--- src/rtl/core/dof_pkg.sv ---
// Shared types, codes and constants of the DHCP option finder.
`timescale 1ns / 1ps
package dof_pkg;

  localparam int DOF_AREA_LIMIT = 128;

  localparam logic [7:0] DOF_END_CODE = 8'd255;
  localparam logic [7:0] DOF_WANTED_RESET = 8'd6;

  localparam logic [1:0] ST_FOUND = 2'd0;
  localparam logic [1:0] ST_ABSENT = 2'd1;
  localparam logic [1:0] ST_BADLEN = 2'd2;

  localparam logic REG_WANTED_CODE = 1'b0;

  typedef struct packed {
    logic [7:0] wanted_code;
  } dof_cfg_t;

endpackage

--- src/rtl/core/dof_in_if.sv ---
// Input channel: one options-area byte per word.
`timescale 1ns / 1ps
interface dof_in_if;
  logic       valid;
  logic       ready;
  logic [7:0] option_byte;
  logic       area_start;

  modport source(output valid, output option_byte, output area_start, input ready);
  modport sink(input valid, input option_byte, input area_start, output ready);
endinterface

--- src/rtl/core/dof_out_if.sv ---
// Result channel: search status and option value per word.
`timescale 1ns / 1ps
interface dof_out_if;
  logic        valid;
  logic        ready;
  logic [1:0]  status;
  logic [31:0] value;

  modport source(output valid, output status, output value, input ready);
  modport sink(input valid, input status, input value, output ready);
endinterface

--- src/rtl/core/dof_cfg_regs.sv ---
// APB-style register block holding the wanted option code.
`timescale 1ns / 1ps
module dof_cfg_regs
  import dof_pkg::*;
(
  input  logic        clk,
  input  logic        rst,
  input  logic        psel,
  input  logic        penable,
  input  logic        pwrite,
  input  logic [2:0]  paddr,
  input  logic [31:0] pwdata,
  output logic [31:0] prdata,
  output logic        pready,
  output dof_cfg_t    cfg
);

  logic [7:0] wanted_code;
  logic       wr_en;

  assign pready = 1'b1;
  assign wr_en  = psel && penable && pwrite;

  always_ff @(posedge clk) begin
    if (rst) begin
      wanted_code <= DOF_WANTED_RESET;
    end else if (wr_en && (paddr[2] == REG_WANTED_CODE)) begin
      wanted_code <= pwdata[7:0];
    end
  end

  always_comb begin
    prdata = 32'd0;
    if (paddr[2] == REG_WANTED_CODE) begin
      prdata = {24'd0, wanted_code};
    end
  end

  assign cfg.wanted_code = wanted_code;

endmodule

--- src/rtl/core/dof_parse_core.sv ---
// Option walker: input register, one-step parse logic and result register.
`timescale 1ns / 1ps
module dof_parse_core
  import dof_pkg::*;
#(
  parameter int AREA_LIMIT = DOF_AREA_LIMIT
) (
  input  logic     clk,
  input  logic     rst,
  input  dof_cfg_t cfg,
  dof_in_if.sink   options,
  dof_out_if.source result
);

  localparam logic [2:0] PH_DONE  = 3'd0;
  localparam logic [2:0] PH_CODE  = 3'd1;
  localparam logic [2:0] PH_LEN   = 3'd2;
  localparam logic [2:0] PH_VALUE = 3'd3;
  localparam logic [2:0] PH_SKIP  = 3'd4;

  localparam logic [8:0] LIMIT     = 9'(AREA_LIMIT);
  localparam logic [8:0] OFFSET_MAX = 9'd511;

  // Input register
  logic       s1_valid;
  logic [7:0] s1_byte;
  logic       s1_start;

  // Walk state
  logic [2:0]  phase;
  logic [8:0]  area_offset;
  logic [7:0]  bytes_left;
  logic [31:0] gathered_value;
  logic [2:0]  value_length;
  logic        is_match;

  logic [2:0]  phase_next;
  logic [8:0]  area_offset_next;
  logic [7:0]  bytes_left_next;
  logic [31:0] gathered_value_next;
  logic [2:0]  value_length_next;
  logic        is_match_next;

  logic        emit;
  logic [1:0]  emit_status;
  logic [31:0] emit_value;

  // Result register
  logic        res_valid;
  logic [1:0]  res_status;
  logic [31:0] res_value;

  logic        advance;
  logic        in_fire;

  assign advance       = !res_valid || result.ready;
  assign options.ready = !s1_valid || advance;
  assign in_fire       = options.valid && options.ready;

  always_comb begin
    logic [2:0]  ph;
    logic [9:0]  sum;
    logic [1:0]  pos;
    logic [7:0]  left_dec;
    logic [31:0] merged;

    phase_next          = phase;
    area_offset_next    = area_offset;
    bytes_left_next     = bytes_left;
    gathered_value_next = gathered_value;
    value_length_next   = value_length;
    is_match_next       = is_match;
    emit                = 1'b0;
    emit_status         = ST_ABSENT;
    emit_value          = 32'd0;

    ph = phase;
    if (s1_start) begin
      ph                  = PH_CODE;
      area_offset_next    = 9'd0;
      bytes_left_next     = 8'd0;
      gathered_value_next = 32'd0;
      value_length_next   = 3'd0;
      is_match_next       = 1'b0;
    end
    phase_next = ph;

    sum      = {1'b0, area_offset_next} + {2'b00, s1_byte} + 10'd2;
    pos      = 2'(value_length_next - bytes_left_next[2:0]);
    left_dec = bytes_left_next - 8'd1;
    merged   = gathered_value_next | ({24'd0, s1_byte} << {pos, 3'b000});

    case (ph)
      PH_CODE: begin
        if (s1_byte == DOF_END_CODE || area_offset_next >= LIMIT) begin
          emit        = 1'b1;
          emit_status = ST_ABSENT;
          phase_next  = PH_DONE;
        end else begin
          is_match_next = (s1_byte == cfg.wanted_code);
          phase_next    = PH_LEN;
        end
      end
      PH_LEN: begin
        if (is_match_next) begin
          if (s1_byte == 8'd1 || s1_byte == 8'd2 || s1_byte == 8'd4) begin
            value_length_next   = s1_byte[2:0];
            bytes_left_next     = s1_byte;
            gathered_value_next = 32'd0;
            phase_next          = PH_VALUE;
          end else begin
            emit        = 1'b1;
            emit_status = ST_BADLEN;
            phase_next  = PH_DONE;
          end
        end else begin
          area_offset_next = sum[9] ? OFFSET_MAX : sum[8:0];
          if (s1_byte == 8'd0) begin
            phase_next = PH_CODE;
          end else begin
            bytes_left_next = s1_byte;
            phase_next      = PH_SKIP;
          end
        end
      end
      PH_VALUE: begin
        gathered_value_next = merged;
        bytes_left_next     = left_dec;
        if (left_dec == 8'd0) begin
          emit        = 1'b1;
          emit_status = ST_FOUND;
          emit_value  = merged;
          phase_next  = PH_DONE;
        end
      end
      PH_SKIP: begin
        bytes_left_next = left_dec;
        if (left_dec == 8'd0) begin
          phase_next = PH_CODE;
        end
      end
      default: begin
        phase_next = ph;
      end
    endcase
  end

  always_ff @(posedge clk) begin
    if (rst) begin
      s1_valid <= 1'b0;
    end else if (options.ready) begin
      s1_valid <= options.valid;
    end
  end

  always_ff @(posedge clk) begin
    if (in_fire) begin
      s1_byte  <= options.option_byte;
      s1_start <= options.area_start;
    end
  end

  always_ff @(posedge clk) begin
    if (rst) begin
      phase          <= PH_DONE;
      area_offset    <= 9'd0;
      bytes_left     <= 8'd0;
      gathered_value <= 32'd0;
      value_length   <= 3'd0;
      is_match       <= 1'b0;
    end else if (s1_valid && advance) begin
      phase          <= phase_next;
      area_offset    <= area_offset_next;
      bytes_left     <= bytes_left_next;
      gathered_value <= gathered_value_next;
      value_length   <= value_length_next;
      is_match       <= is_match_next;
    end
  end

  always_ff @(posedge clk) begin
    if (rst) begin
      res_valid <= 1'b0;
    end else if (advance) begin
      res_valid <= s1_valid && emit;
    end
  end

  always_ff @(posedge clk) begin
    if (advance && s1_valid && emit) begin
      res_status <= emit_status;
      res_value  <= emit_value;
    end
  end

  assign result.valid  = res_valid;
  assign result.status = res_status;
  assign result.value  = res_value;

endmodule

--- src/rtl/core/dhcp_option_finder.sv ---
// Top level of the DHCP option finder: register block and option walker.
`timescale 1ns / 1ps
// Usage
// The options area of a DHCP message enters on the options channel, one byte
// per word, with area_start set on its first byte. The block walks the
// code-length-value entries and looks for the option whose code is held in the
// wanted_code register (APB offset 0, reset value 6). Each area yields at most
// one word on the result channel: found with the little-endian value, absent
// (end code or offset limit reached) or an unsupported value length. Bytes
// that follow the end of a search are dropped until the next area_start.
// The byte that settles the search is registered in the input register, and the
// result word is registered from it in the result register once that can advance.
// A byte is accepted every cycle while the result channel does not stall; the
// single-step walk lies between the input register and the result register.
// When the receiver stalls, the result word is held and at most one further
// byte is taken into the input register; after that the options channel drops
// ready until the result word is taken. Reset empties both registers, returns
// the walker to waiting for an area start and sets wanted_code to 6.
// wanted_code should be written only while no search is in progress.
module dhcp_option_finder
  import dof_pkg::*;
#(
  parameter int AREA_LIMIT = DOF_AREA_LIMIT
) (
  input  logic        clk,
  input  logic        rst,
  input  logic        psel,
  input  logic        penable,
  input  logic        pwrite,
  input  logic [2:0]  paddr,
  input  logic [31:0] pwdata,
  output logic [31:0] prdata,
  output logic        pready,
  dof_in_if.sink      options,
  dof_out_if.source   result
);

  dof_cfg_t cfg;

  dof_cfg_regs u_cfg (
    .clk     (clk),
    .rst     (rst),
    .psel    (psel),
    .penable (penable),
    .pwrite  (pwrite),
    .paddr   (paddr),
    .pwdata  (pwdata),
    .prdata  (prdata),
    .pready  (pready),
    .cfg     (cfg)
  );

  dof_parse_core #(
    .AREA_LIMIT (AREA_LIMIT)
  ) u_core (
    .clk     (clk),
    .rst     (rst),
    .cfg     (cfg),
    .options (options),
    .result  (result)
  );

  // The input side only ever stalls behind a result word that is not taken.
  a_ready_only_on_stall : assert property (@(posedge clk) disable iff (rst)
    !options.ready |-> (result.valid && !result.ready))
    else $error("options channel stalled without a pending result");

  // Only a found result carries a value.
  a_value_zero : assert property (@(posedge clk) disable iff (rst)
    (result.valid && result.status != ST_FOUND) |-> (result.value == 32'd0))
    else $error("non-zero value on a result that was not found");

  // When a result appears, the options channel was ready in the cycle before.
  a_result_has_cause : assert property (@(posedge clk) disable iff (rst)
    (!result.valid ##1 result.valid) |-> $past(options.ready))
    else $error("result word appeared without a processed byte");

  // Nothing comes out straight after reset.
  a_reset_empty : assert property (@(posedge clk)
    $past(rst) |-> !result.valid)
    else $error("result word valid straight after reset");

endmodule
--- src/flat_wrapper.sv ---
// flat-port wrapper written by rule: the top's interface ports become plain ports
module dhcp_option_finder_flat import dof_pkg::*;
#(
  parameter int AREA_LIMIT = DOF_AREA_LIMIT
)
  (clk, rst, psel, penable, pwrite, paddr, pwdata, prdata, pready, options_valid, options_option_byte, options_area_start, options_ready, result_valid, result_status, result_value, result_ready);
  dof_in_if options_i ();
  dof_out_if result_i ();
  input  logic clk;
  input  logic rst;
  input  logic psel;
  input  logic penable;
  input  logic pwrite;
  input  logic [2:0] paddr;
  input  logic [31:0] pwdata;
  output logic [31:0] prdata;
  output logic pready;
  input wire logic [$bits(options_i.valid)-1:0] options_valid;
  input wire logic [$bits(options_i.option_byte)-1:0] options_option_byte;
  input wire logic [$bits(options_i.area_start)-1:0] options_area_start;
  output wire logic [$bits(options_i.ready)-1:0] options_ready;
  output wire logic [$bits(result_i.valid)-1:0] result_valid;
  output wire logic [$bits(result_i.status)-1:0] result_status;
  output wire logic [$bits(result_i.value)-1:0] result_value;
  input wire logic [$bits(result_i.ready)-1:0] result_ready;
  assign options_i.valid = options_valid;
  assign options_i.option_byte = options_option_byte;
  assign options_i.area_start = options_area_start;
  assign options_ready = options_i.ready;
  assign result_valid = result_i.valid;
  assign result_status = result_i.status;
  assign result_value = result_i.value;
  assign result_i.ready = result_ready;
  dhcp_option_finder #(.AREA_LIMIT(AREA_LIMIT)) u_core (.clk(clk), .rst(rst), .psel(psel), .penable(penable), .pwrite(pwrite), .paddr(paddr), .pwdata(pwdata), .prdata(prdata), .pready(pready), .options(options_i), .result(result_i));
endmodule
--- config.mk ---
export PLATFORM = sky130hd
export DESIGN_NAME = dhcp_option_finder_flat
export DESIGN_NICKNAME = d
export VERILOG_FILES = /design/src/rtl/core/dof_pkg.sv /design/src/rtl/core/dof_in_if.sv /design/src/rtl/core/dof_out_if.sv /design/src/rtl/core/dof_cfg_regs.sv /design/src/rtl/core/dof_parse_core.sv /design/src/rtl/core/dhcp_option_finder.sv /design/src/flat_wrapper.sv
export SDC_FILE = /design/constraint.sdc
export NUM_CORES = 1
export LEC_CHECK = 0
export BUFFER_PORTS_ARGS = -buffer_cell sky130_fd_sc_hd__buf_2
export CAP_MARGIN = 20
export CORE_MARGIN = 2
export CORE_UTILIZATION = 40
export DETAILED_ROUTE_END_ITERATION = 10
export PLACE_DENSITY_LB_ADDON = 0.15
export SKIP_CTS_REPAIR_TIMING = 1
export SLEW_MARGIN = 5
export SYNTH_ARGS = -nofsm -noshare
export SYNTH_HDL_FRONTEND = slang
export SYNTH_HIERARCHICAL = 1
export SYNTH_SLANG_ARGS = --single-unit
--- constraint.sdc ---
create_clock -name clk -period 5 [get_ports clk]
set_input_delay 1 -clock clk [delete_from_list [all_inputs] [get_ports clk]]
set_output_delay 1 -clock clk [all_outputs]
set_load 0.05 [all_outputs]
-- Yosys cells after proc, flatten, opt, wreduce, memory -nomap -nowiden
Cells that the tools add are included.
- latch bits: 0
- register bits: 109
- memories kept: 0
- bits in read-only memories: 0
- bits in writable memories: 0
- word-level logic and storage cells: 86
- output and inout port bits: 69
- bits of input ports: 51
- multipliers: 0
- magnitude comparators: 1
- shifts and indexed selects: 1
- reduce and logical (&&, ||, !) cells: 18
- divide/modulo/power cells: 0
- $add $sub $neg: 4
- mux-type cells: 38
- eq/ne operators: 9
- bitwise operators: 2
- operators with widths (kind ; count):
    two-way mux 32 bit ; 3
    one-hot mux 32 bit (2 select lines) ; 1
    two-way mux 8 bit ; 5
    two-way mux 9 bit ; 4
    bitwise OR 32 bit ; 1
    left shift 8 x 5 -> 32 bit ; 1
    two-way mux 3 bit ; 9
    zero test 8 bit ; 2
    one-hot mux 8 bit (2 select lines) ; 1
    one-hot mux 3 bit (4 select lines) ; 1
    adder 10 x 2 -> 10 bit, second input constant ; 1
    adder 9 x 8 -> 10 bit ; 1
    >= comparator 9 x 8 -> 1 bit, second input constant ; 1
    equality test 8 x 1 -> 1 bit, second input constant ; 1
    equality test 8 x 2 -> 1 bit, second input constant ; 1
    equality test 8 x 3 -> 1 bit, second input constant ; 1
    equality test 8 bit ; 1
    equality test 8 bit, second input constant ; 1
    two-way mux 1 bit ; 8
    two-way mux 2 bit ; 4
    subtractor 8 x 1 -> 8 bit, second input constant ; 1
    logical AND 1 bit ; 7
    equality test 3 x 2 -> 1 bit, second input constant ; 2
    logical OR 1 bit ; 5
    other kinds (9) ; 10

-- Logic depth before layout (Yosys ltp)
Gate-level depths: netlist of the first run.
- depth after elaboration: 7
- mapped depth: 14
- mapped depth without buffers: 11

-- Modules after synthesis
Netlist of the first run, hierarchy kept.
- modules (own cells, without submodules) (module ; cells an instance ; seq. area each (um^2) ; area each (um^2) ; times used):
    dof_parse_core ; 546 ; 2432.3 ; 5233.8 ; 1
    dof_cfg_regs ; 70 ; 160.2 ; 620.6 ; 1

-- Worst setup path after synthesis of the first run
Ideal clock, no wire load.
- path type: flip-flop to flip-flop
- start: register u_core.u_core.s1_start
- end: register u_core.u_core.res_status[0] (netlist: u_core/u_core/result.status[0]) (enable)
- library setup time: 0.437 ns
- path buffers: 2
- cell stages (with the launch flop): 10
- data arrival time: 3.523 ns
- clock period less this slack: 3.960 ns
- slack: 1.040 ns
- data required time: 4.563 ns
- cell sequence: edfxtp_1 buf_2 inv_1 nand2_1 ha_1 o31ai_1 and4_1 clkbuf_1 a21oi_1 a21oi_1
- word-level cells in the longest chain between the ends: 6
- elaborated cells between the ends (all ways): 16
- classes of those cells: add/sub (1); order compare (1); eq/ne (3); mux (8); reduce/logical (3)
- ends and longest elaborated chain (what ; line ; RTL):
    from (decl) ; dof_parse_core.sv:27 ; logic s1_start;
    from (signal assigned) ; dof_parse_core.sv:159 ; s1_start <= options.area_start;
    two-way mux 8 bit or two-way mux 9 bit (tied branches) ; dof_parse_core.sv:78 ; if (s1_start) begin
    subtractor 8 x 1 -> 8 bit or >= comparator 9 x 8 -> 1 bit (tied branches) ; dof_parse_core.sv:90, dof_parse_core.sv:95 ;
    zero test 8 bit or logical OR 1 bit (tied branches) ; dof_parse_core.sv:129, dof_parse_core.sv:95 ;
    two-way mux 1 bit (on tied branches) ; dof_parse_core.sv:129, dof_parse_core.sv:95 ;
    one-hot mux 1 bit (3 select lines) * ; dof_parse_core.sv:93 ; case (ph)
    logical AND 1 bit * ; dof_parse_core.sv:190 ; if (advance && s1_valid && emit) begin
    to (signal assigned) ; dof_parse_core.sv:191 ; res_status <= emit_status;
    to (decl) ; dof_parse_core.sv:50 ; logic [1:0] res_status;
Every way passes the cells marked *; elsewhere a longest branch is shown, timed or not.
A chain may end at the register's enable or synchronous reset.

-- Worst setup path after layout of the first run
- start: register u_core.u_core.s1_start
- end: register u_core.u_core.res_value[6] (netlist: u_core/u_core/result.value[6]) (enable)
- word-level cells in the longest chain between the ends: 6
- elaborated cells between the ends (all ways): 16
- classes of those cells: add/sub (1); order compare (1); eq/ne (3); mux (8); reduce/logical (3)
- ends and longest elaborated chain (what ; line ; RTL):
    two-way mux 8 bit or two-way mux 9 bit (tied branches) ; dof_parse_core.sv:78 ;
    subtractor 8 x 1 -> 8 bit or >= comparator 9 x 8 -> 1 bit (tied branches) ; dof_parse_core.sv:90, dof_parse_core.sv:95 ;
    zero test 8 bit or logical OR 1 bit (tied branches) ; dof_parse_core.sv:129, dof_parse_core.sv:95 ;
    two-way mux 1 bit (on tied branches) ; dof_parse_core.sv:129, dof_parse_core.sv:95 ;
    one-hot mux 1 bit (3 select lines) * ; dof_parse_core.sv:93 ;
    logical AND 1 bit * ; dof_parse_core.sv:190 ;
    to (signal assigned) ; dof_parse_core.sv:192 ; res_value <= emit_value;
    to (decl) ; dof_parse_core.sv:51 ; logic [31:0] res_value;
Marks and branches as above.

==> results.yml, run 1 <==
sta:
  tightest_slew_ps: 780
  skew_ps: 7.09
  fin_crit_sh_pct: 63.9
  relSlewSlack_pct: 47.8
  drv_slew: 0
  period_needed_ps: 3190
  fmax_mhz: 313
  setup_violations: 0
  finalHoldViolations: 0
  rsz0062_at_grt: "no"
  finalSetupTns_ps: 0
floorplanning:
  io_pins: 120
  die_h_um: 125
  dieWidth_um: 125
  fp-row-count: 44
  start_util_pct: 40.6
  die-area_um2: 15600
  coreArea_um2: 14400
cts:
  clkSinkCount: 108
  clk_pin_slew_worst_paths_ps: 80
  root_buffer: "clkbuf_16"
  tritoncts: "done"
  cts_made_buffers: 9
  insertion_delay_ps: 360
  cts_buffer_depth: 2
  cts_max_level: 3
finish:
  nNetsFinal: 729
  post-route-cell-area_um2: 6520
  mostFrequentLayoutCells: "nand2_1 (70), buf_2 (68), dfxtp_1 (65), edfxtp_1 (43), a21oi_1 (41)"
  diodes: 0
  drive_above_1_share_pct: 17.2
  final_util_pct: 45.2
  layout_commonest_cell: "nand2_1"
  final_cells: 847
  area_delta_synth_final_pct: 11.4
worst_hold_path:
  holdPathStages: 2
  holdCritPathClass: "flop to flop"
critical_path:
  timing.setup.critical_path_class: "flop to flop"
  path_cells: "inv_1, nand2_1, ha_1, o31ai_1, and4_1, a21oi_1, a21oi_4, buf_16"
  r2r_cells: 8
  arrival_ps: 3260
  cp.required_ps: 5070
  end_kind: "flop"
  crit_slowest_cell: "a21oi_4"
  cp_max_fo: 26
  start_kind: "flop"
  critPathMaxStageDelay_ps: 460
job:
  maxCapViolCount: 0
drt:
  drtIter0Drc: 411
  drc: 0
  wire_per_inst_um: 17.5
  vias: 4835
  antenna_left: 0
  drt_pass1_iterations: 5
  totalWireLength_um: 14800
  via_per_inst: 5.71
status:
  run_status: "completed"
yosys:
  synth.area.top_cells: "dfxtp_1 (22%), edfxtp_1 (22%), o2bb2ai_1 (4.8%)"
  synth_seq_cells: 108
  post_synth_num_cell_types: 70
  netlist_instances: 616
  ys_warn_count: 6
  netlist.top_cell.by_area: "dfxtp_1"
  yosys_most_used_dff: "dfxtp_1"
  synth-edff-count: 43
  syn_area_um2: 5850
  yosysSeqAreaShare_pct: 44.3
  synth_top_area_share_pct: 22.2
  async_flop_share_pct: 0
  synth.avg_cell_area_um2: 9.50
grt:
  grt_pass1_vias: 4518
  grt-ovfl-total: 0
  antenna_found_initial: 0
  grt_max_degree: 35
  gr-usage-all-layers_pct: 18.9
  grt_pass1_wl_um: 23600
pwr:
  p_per_area_nw_per_um2: 290
  leakagePower_uw: 0.00224
  peakVddDrop_mv: 0.197
placement:
  port_buffers: 68
  place_congestion: 0.869
  dp_cells: 829
  dpl.hpwl_um: 9870
  dpl_cell_area_um2: 6180
[final timing paths]
path / start / to / slack [ps]
worst max-delay path: u_core/u_core/s1_start / u_core/u_core/result.value[6] / 1810
worst min-delay path: u_core/u_core/area_offset[3] / u_core/u_core/area_offset[3] / 450
worst max register to register: u_core/u_core/s1_start / u_core/u_core/result.value[6] / 1810
worst min register to register: u_core/u_core/area_offset[3] / u_core/u_core/area_offset[3] / 450
[power by group]
group          internal (uW)  switching [uW]
Combinational           69.5             173
Clock                    351             359
Sequential               921            16.5
Total                   1340             549
[stage by stage]
stage               setup slack (ps)  total power (uW)  hold WS (ps)
detailed placement              1460              1200           446
CTS                             1440              1900           456
global placement                1550              1190           433
floorplan                       1040              1160           427
finish                          1810              1890           452
global route                    1640              1960           478
[state kept, by name (all words and copies together), names as in the netlist]
name and cells:
u_core/u_core/is_match 1, u_core/u_core/result.value 32, u_core/u_core/area_offset 9, u_core/u_core/value_length 2, u_core/u_core/s1_start 1, u_core/u_core/s1_byte 8
u_core/u_core/phase 3, u_core/u_cfg/cfg 8, u_core/u_core/result.status 2, u_core/u_core/bytes_left 8, u_core/u_core/s1_valid 1, u_core/u_core/result.valid 1
u_core/u_core/gathered_value 32
[per-layer routing]
| metal | part of all wire [%] | GRT usage (%) | routed length, um | up-vias |
|---|---|---|---|---|
| li1 | - | - | - | 2288 |
| met1 | 46 | 25.9 | 6760 | 2296 |
| met2 | 45 | 28.8 | 6650 | 219 |
| met3 | 7.3 | 4.75 | 1080 | 32 |
| met4 | 2.3 | 7.12 | 347 | 0 |
| met5 | 0 | 0 | 0 | - |
[logic make-up after synthesis]
| kind of cell | synth area share (%) |
|---|---|
| AO/OA/AOI/OAI | 20.4 |
| XOR/XNOR | 2.54 |
| AND/OR/NAND/NOR | 18.2 |
| multiplexers | 1.73 |
| other | 0.128 |
| adder cells (fa/ha/maj) | 4.40 |
| buffers and inverters | 8.29 |
| flip-flops | 44.3 |
[area by class of cell]
type	instances	area, um2
multi-input combinational	446	2870
sequential	108	2590
fill	1406	7900
inverter	14	52.6
timing repair buffer	79	483
tap	184	230
clock inverter	7	66.3
clock buffer	9	225
[Yosys cell counts, drive strengths merged (5+ instances only)]
master   instances
o31ai            6
o2bb2ai         32
a22oi           17
nor3             5
edfxtp          43
nand2b          18
ha              19
nor2b           13
a211oi           5
xor2             6
and2b            8
and3             6
clkbuf          24
o21ai           25
a21oi           42
xnor2           11
buf             47
inv             14
dfxtp           65
mux2i            9
nor2            40
nand4            8
nor4             9
nand2           70
[worst max-delay path, delay by kind of cell (launching register included)]
family | cells | cell delay (ps)
AOI/OAI and AO/OA | 3 | 960
and+or+nand+nor | 2 | 600
adders and majority gates | 1 | 350
DFF | 1 | 390
buffers and inverters | 2 | 570
No activity file was read; power rests on OpenSTA's default activity.
==> inputs of run 2 (changes only) <==
ABC_AREA = 1   (was unset)
clock period = 3.2 ns   (was 5 ns; I/O delays follow)
==> results.yml, run 2 <==
grt:
  grt_pass1_wl_um: 26300
  grt_pass1_vias: 5277
  antenna_found_initial: 0
  grt-ovfl-total: 0
  grt_max_degree: 38
  gr-usage-all-layers_pct: 18.8
pwr:
  p_per_area_nw_per_um2: 433
  power_uw: 3130
  leakagePower_uw: 0.00329
  peakVddDrop_mv: 0.244
critical_path:
  r2r_slack_ps: 400
  start_kind: "flop"
  end_kind: "flop"
  rr_startpoint: "u_core/u_core/s1_start"
  critPathLaunch: "u_core/u_core/s1_start"
  r2r_cells: 14
  cp.required_ps: 3450
  cp_max_fo: 14
  arrival_ps: 3050
  timing.setup.critical_path_class: "flop to flop"
yosys:
  synth_compound_area_share_pct: 15.5
  async_flop_share_pct: 0
  synth_most_common_cell: "nand2_1"
  yosysSeqAreaShare_pct: 39.8
  post_synth_num_cell_types: 43
  syn_area_um2: 6520
  ys_warn_count: 6
  synthMuxAreaShare_pct: 0
  ys_top_cells_by_count: "nand2_1 (200), nor2_1 (146), inv_1 (105)"
  netlist_instances: 900
  synth_seq_cells: 108
  synthAdderAreaFrac_pct: 3.95
  synth_top_family_by_area: "simple AND/OR/NAND/NOR gates"
  netlist.top_cell.by_area: "dfxtp_1"
  synth_xor_area_share_pct: 1.75
  synth-edff-count: 43
  yosys_most_used_dff: "dfxtp_1"
  synth_top_area_share_pct: 20.0
  synth-simple-area-share_pct: 26.1
  synth.area.top_cells: "dfxtp_1 (20%), edfxtp_1 (20%), nand2_1 (12%)"
  synth.avg_cell_area_um2: 7.24
sta:
  rsz0062_at_grt: "no"
  fin_crit_sh_pct: 87.5
  setup_violations: 0
  period_needed_ps: 2800
  finalSetupTns_ps: 0
  fin_ws_ps: 399
  fmax_mhz: 357
  drv_slew: 0
  skew_ps: 11.4
  finalHoldViolations: 0
placement:
  port_buffers: 68
  place_congestion: 0.860
  pre_cts_ws_ps: 390
  dpl_cell_area_um2: 6950
  dpl.hpwl_um: 11300
drt:
  drt_pass1_iterations: 5
  totalWireLength_um: 16200
  antenna_left: 0
  via_per_inst: 4.88
  drtIter0Drc: 322
  vias: 5707
  wire_per_inst_um: 13.9
  drc: 0
job:
  maxCapViolCount: 0
floorplanning:
  die-area_um2: 17300
  start_util_pct: 41.0
  io_pins: 120
  die_h_um: 132
  fp-row-count: 46
  dieWidth_um: 132
  coreArea_um2: 15900
finish:
  nNetsFinal: 1021
  final_util_pct: 45.6
  post-route-cell-area_um2: 7240
  drive_above_1_share_pct: 14.3
  layout_commonest_cell: "nand2_1"
  diodes: 0
  area_delta_synth_final_pct: 11.0
  mostFrequentLayoutCells: "nand2_1 (200), nor2_1 (146), inv_1 (104), buf_2 (68), dfxtp_1 (65)"
worst_hold_path:
  holdCritPathClass: "primary input to flop"
  holdPathStages: 1
  min-delay-start: "options_option_byte[6]"
cts:
  cts_max_level: 3
  insertion_delay_ps: 360
  clkSinkCount: 108
  cts_buffer_depth: 2
  tritoncts: "done"
  cts_made_buffers: 9
  clk_pin_slew_worst_paths_ps: 80
  root_buffer: "clkbuf_16"
status:
  run_status: "completed"
[run 2: cell count changes in the layout (fill, tap and decap cells not counted), moves of 13 or more]
cell	previous run	this run
a22oi_1	17	1
nand3_1	2	33
nand2b_1	18	0
inv_1	14	104
nor2b_1	13	0
o21ai_0	24	57
o2bb2ai_1	32	0
nand2_1	70	200
o211ai_1	3	37
nor2_1	39	146
[run 2: layer usage]
layer | vias up | track usage (%) | routed length, um
li1 | 2964 | - | -
met1 | 2607 | 25.6 | 8010
met2 | 122 | 30.3 | 7420
met3 | 14 | 2.39 | 534
met4 | 0 | 7.00 | 253
met5 | - | 0 | 0
[run 2: power by group]
group          total [uW]  internal (uW)  switching [uW]
combinational         488            145             343
sequential           1510           1470            40.6
clock                1130            608             524
[run 2: path summary, 6_finish.rpt]
path                                   to
max          u_core/u_core/area_offset[8]
min              u_core/u_core/s1_byte[6]
max reg2reg  u_core/u_core/area_offset[8]
min reg2reg  u_core/u_core/area_offset[0]
[run 2: cell type report]
cell class,count,area (um2)
inverter,112,429
tap,216,270
clock inverter,5,60.1
fill,1669,8650
multi-input combinational,636,3190
sequential,108,2590
clock buffer,10,229
timing repair buffer,83,465
[run 2: worst max-delay path: stages (launching register included)]
cell	delay (ps)
edfxtp_1	480
inv_8	150
nand2_1	90
ha_1	270
inv_1	40
ha_1	230
fa_1	410
nand3_1	100
nand2_1	100
nand4_1	80
nand2_1	150
nor2_1	270
nand2_1	80
o21ai_0	160
a21oi_1	80
[run 2: metrics by stage]
| stage | std cells | hold slack, ps |
|---|---|---|
| finish | 1170 | 452 |
| global route | 1170 | 447 |
| CTS | 1170 | 441 |
| detailed placement | 1155 | 460 |
| global placement | 1155 | 455 |
| floorplan | 923 | 445 |
[run 2: logic make-up (layout without fill, tap and decap cells)]
group	after synthesis	in the layout
and+or+nand+nor	411	411
DFF	108	108
adders and majority gates	20	20
AOI/OAI and AO/OA	167	167
buffers and inverters	179	210
xor gates and xnor gates	13	13
other	2	25
==> inputs of run 3 (changes only) <==
--- a/config.mk
+++ b/config.mk
@@ -11,3 +11,3 @@
 export CORE_MARGIN = 2
-export CORE_UTILIZATION = 40
+export CORE_UTILIZATION = 57
 export DETAILED_ROUTE_END_ITERATION = 10
==> constraint.sdc (replaced) <==
create_clock -name clk -period 3.2 [get_ports clk]
set_input_delay 0.96 -clock clk [delete_from_list [all_inputs] [get_ports clk]]
set_output_delay 0.96 -clock clk [all_outputs]
set_load 0.05 [all_outputs]
==> results.yml, run 3 (synthesis gave the netlist of run 2 again) <==
status:
  run_status: "completed"
critical_path:
  timing.setup.critical_path_class: "flop to flop"
  critPathMaxStageDelay_ps: 490
  path_cells: "inv_8, buf_4, nand2_2, ha_1, nand2_1, inv_1, nand2_1, nand3_1, nor2_1, nand3_1, o21ai_1, inv_2, a21oi_4, buf_12"
  cp.required_ps: 3240
  crit_family: "buffers and inverters"
  crit_buf_inv: 5
  arrival_ps: 2930
  cp_max_fo: 34
  end_kind: "flop"
  crit_slowest_cell: "edfxtp_1"
  start_kind: "flop"
finish:
  layout_commonest_cell: "nand2_1"
  fillCellCount: 1048
  nNetsFinal: 1021
  diodes: 0
  drive_above_1_share_pct: 14.5
  area_delta_synth_final_pct: 9.40
  mostFrequentLayoutCells: "nand2_1 (200), nor2_1 (146), inv_1 (104), buf_2 (68), dfxtp_1 (65)"
sta:
  setup_violations: 0
  fmax_mhz: 346
  fin_ws_ps: 310
  skew_ps: 11.0
  drv_slew: 0
  hold_ws_ps: 467
  period_needed_ps: 2890
  rsz0062_at_grt: "no"
  finalSetupTns_ps: 0
  finalHoldViolations: 0
  fin_crit_sh_pct: 90.3
pwr:
  clkPwrFrac_pct: 34.4
  intPower_uw: 2150
  leakagePower_uw: 0.00329
  netSwitchingFraction_pct: 29.4
  power.switching_uw: 895
  p_per_area_nw_per_um2: 427
  peakVddDrop_mv: 0.319
  p_seq_share_pct: 49.8
  pwr-share-comb_pct: 15.8
floorplanning:
  fp-row-count: 39
  io_pins: 120
  coreArea_um2: 11300
  start_util_pct: 57.8
  die_h_um: 111
  die-area_um2: 12300
  dieWidth_um: 111
drt:
  drc: 0
  totalWireLength_um: 15100
  wire_per_inst_um: 13.8
  via_per_inst: 5.28
  drtIter0Drc: 339
  drt_pass1_iterations: 5
  vias: 5795
  antenna_left: 0
cts:
  insertion_delay_ps: 350
  tritoncts: "done"
  clkSinkCount: 108
  cts_buffer_depth: 2
  cts_max_level: 3
  cts_made_buffers: 9
  clk_pin_slew_worst_paths_ps: 80
  root_buffer: "clkbuf_16"
grt:
  antenna_found_initial: 0
  grt_pass1_vias: 5394
  gr-usage-all-layers_pct: 25.2
  grt_pass1_wl_um: 25500
  grt_max_degree: 38
  grt-ovfl-total: 0
placement:
  pre_cts_ws_ps: 353
  dpl.hpwl_um: 10500
  place_congestion: 0.955
  port_buffers: 68
worst_hold_path:
  holdCritPathClass: "flop to flop"
job:
  maxCapViolCount: 0
==> run 3: changes by cell type in the layout (fill, tap and decap cells not counted), sizes merged <==
| cell | change |
|---|---|
| clkbuf | -1 |
| inv | -1 |
| bufinv | -1 |
| clkinv | +4 |
==> run 3: final timing paths <==
kind / start / end / slack [ps] / cells after the start
min: u_core/u_core/area_offset[0] / u_core/u_core/area_offset[0] / 470 / 2
max reg2reg: u_core/u_core/s1_start / u_core/u_core/result.value[9] / 310 / 14
min reg2reg: u_core/u_core/area_offset[0] / u_core/u_core/area_offset[0] / 470 / 2
max: u_core/u_core/s1_start / u_core/u_core/result.value[9] / 310 / 14
==> run 3: worst min-delay path: cells and delay by family (launching register included) <==
family	cells	cell delay (ps)
flops	1	310
compound gates	1	60
simple gates	1	60
==> run 3: power by group through the flow <==
stage | logic, uW | clock network, uW | registers [uW]
finish | 482 | 1050 | 1520
global route | 542 | 1120 | 1520
CTS | 479 | 1060 | 1520
detailed placement | 477 | 0 | 1550
global placement | 471 | 0 | 1540
floorplan | 404 | 0 | 1540
==> run 3: stage by stage <==
stage | utilization, % | power [uW] | instances | instance area [um2]
final | 63.3 | 3050 | 1098 | 7130
after global routing | 63.3 | 3190 | 1098 | 7130
after CTS | 63.3 | 3060 | 1098 | 7130
after detailed placement | 60.8 | 2020 | 1082 | 6860
after global placement | 60.8 | 2020 | 1082 | 6860
after floorplan | - | 1940 | 923 | 6610
==> run 3: metal layers <==
| metal | share of wire (%) | wire length [um] | global-route usage [%] | vias up |
|---|---|---|---|---|
| met3 | 5.7 | 858 | 3.39 | 33 |
| met2 | 47 | 7090 | 40.6 | 189 |
| met1 | 45 | 6730 | 33.9 | 2611 |
| li1 | - | - | - | 2962 |
| met5 | 0 | 0 | 0 | - |
| met4 | 2.8 | 420 | 11.3 | 0 |
==> run 3: cell type report <==
cell class	instances	area, um2	share of cell area, %
clock buffers	9	225	3.16
clock inverters	7	51.3	0.719
inverters	112	429	6.02
multi-input cells	636	3190	44.7
flip-flops and latches	108	2590	36.3
well taps	143	179	2.51
repair buffers	83	465	6.53
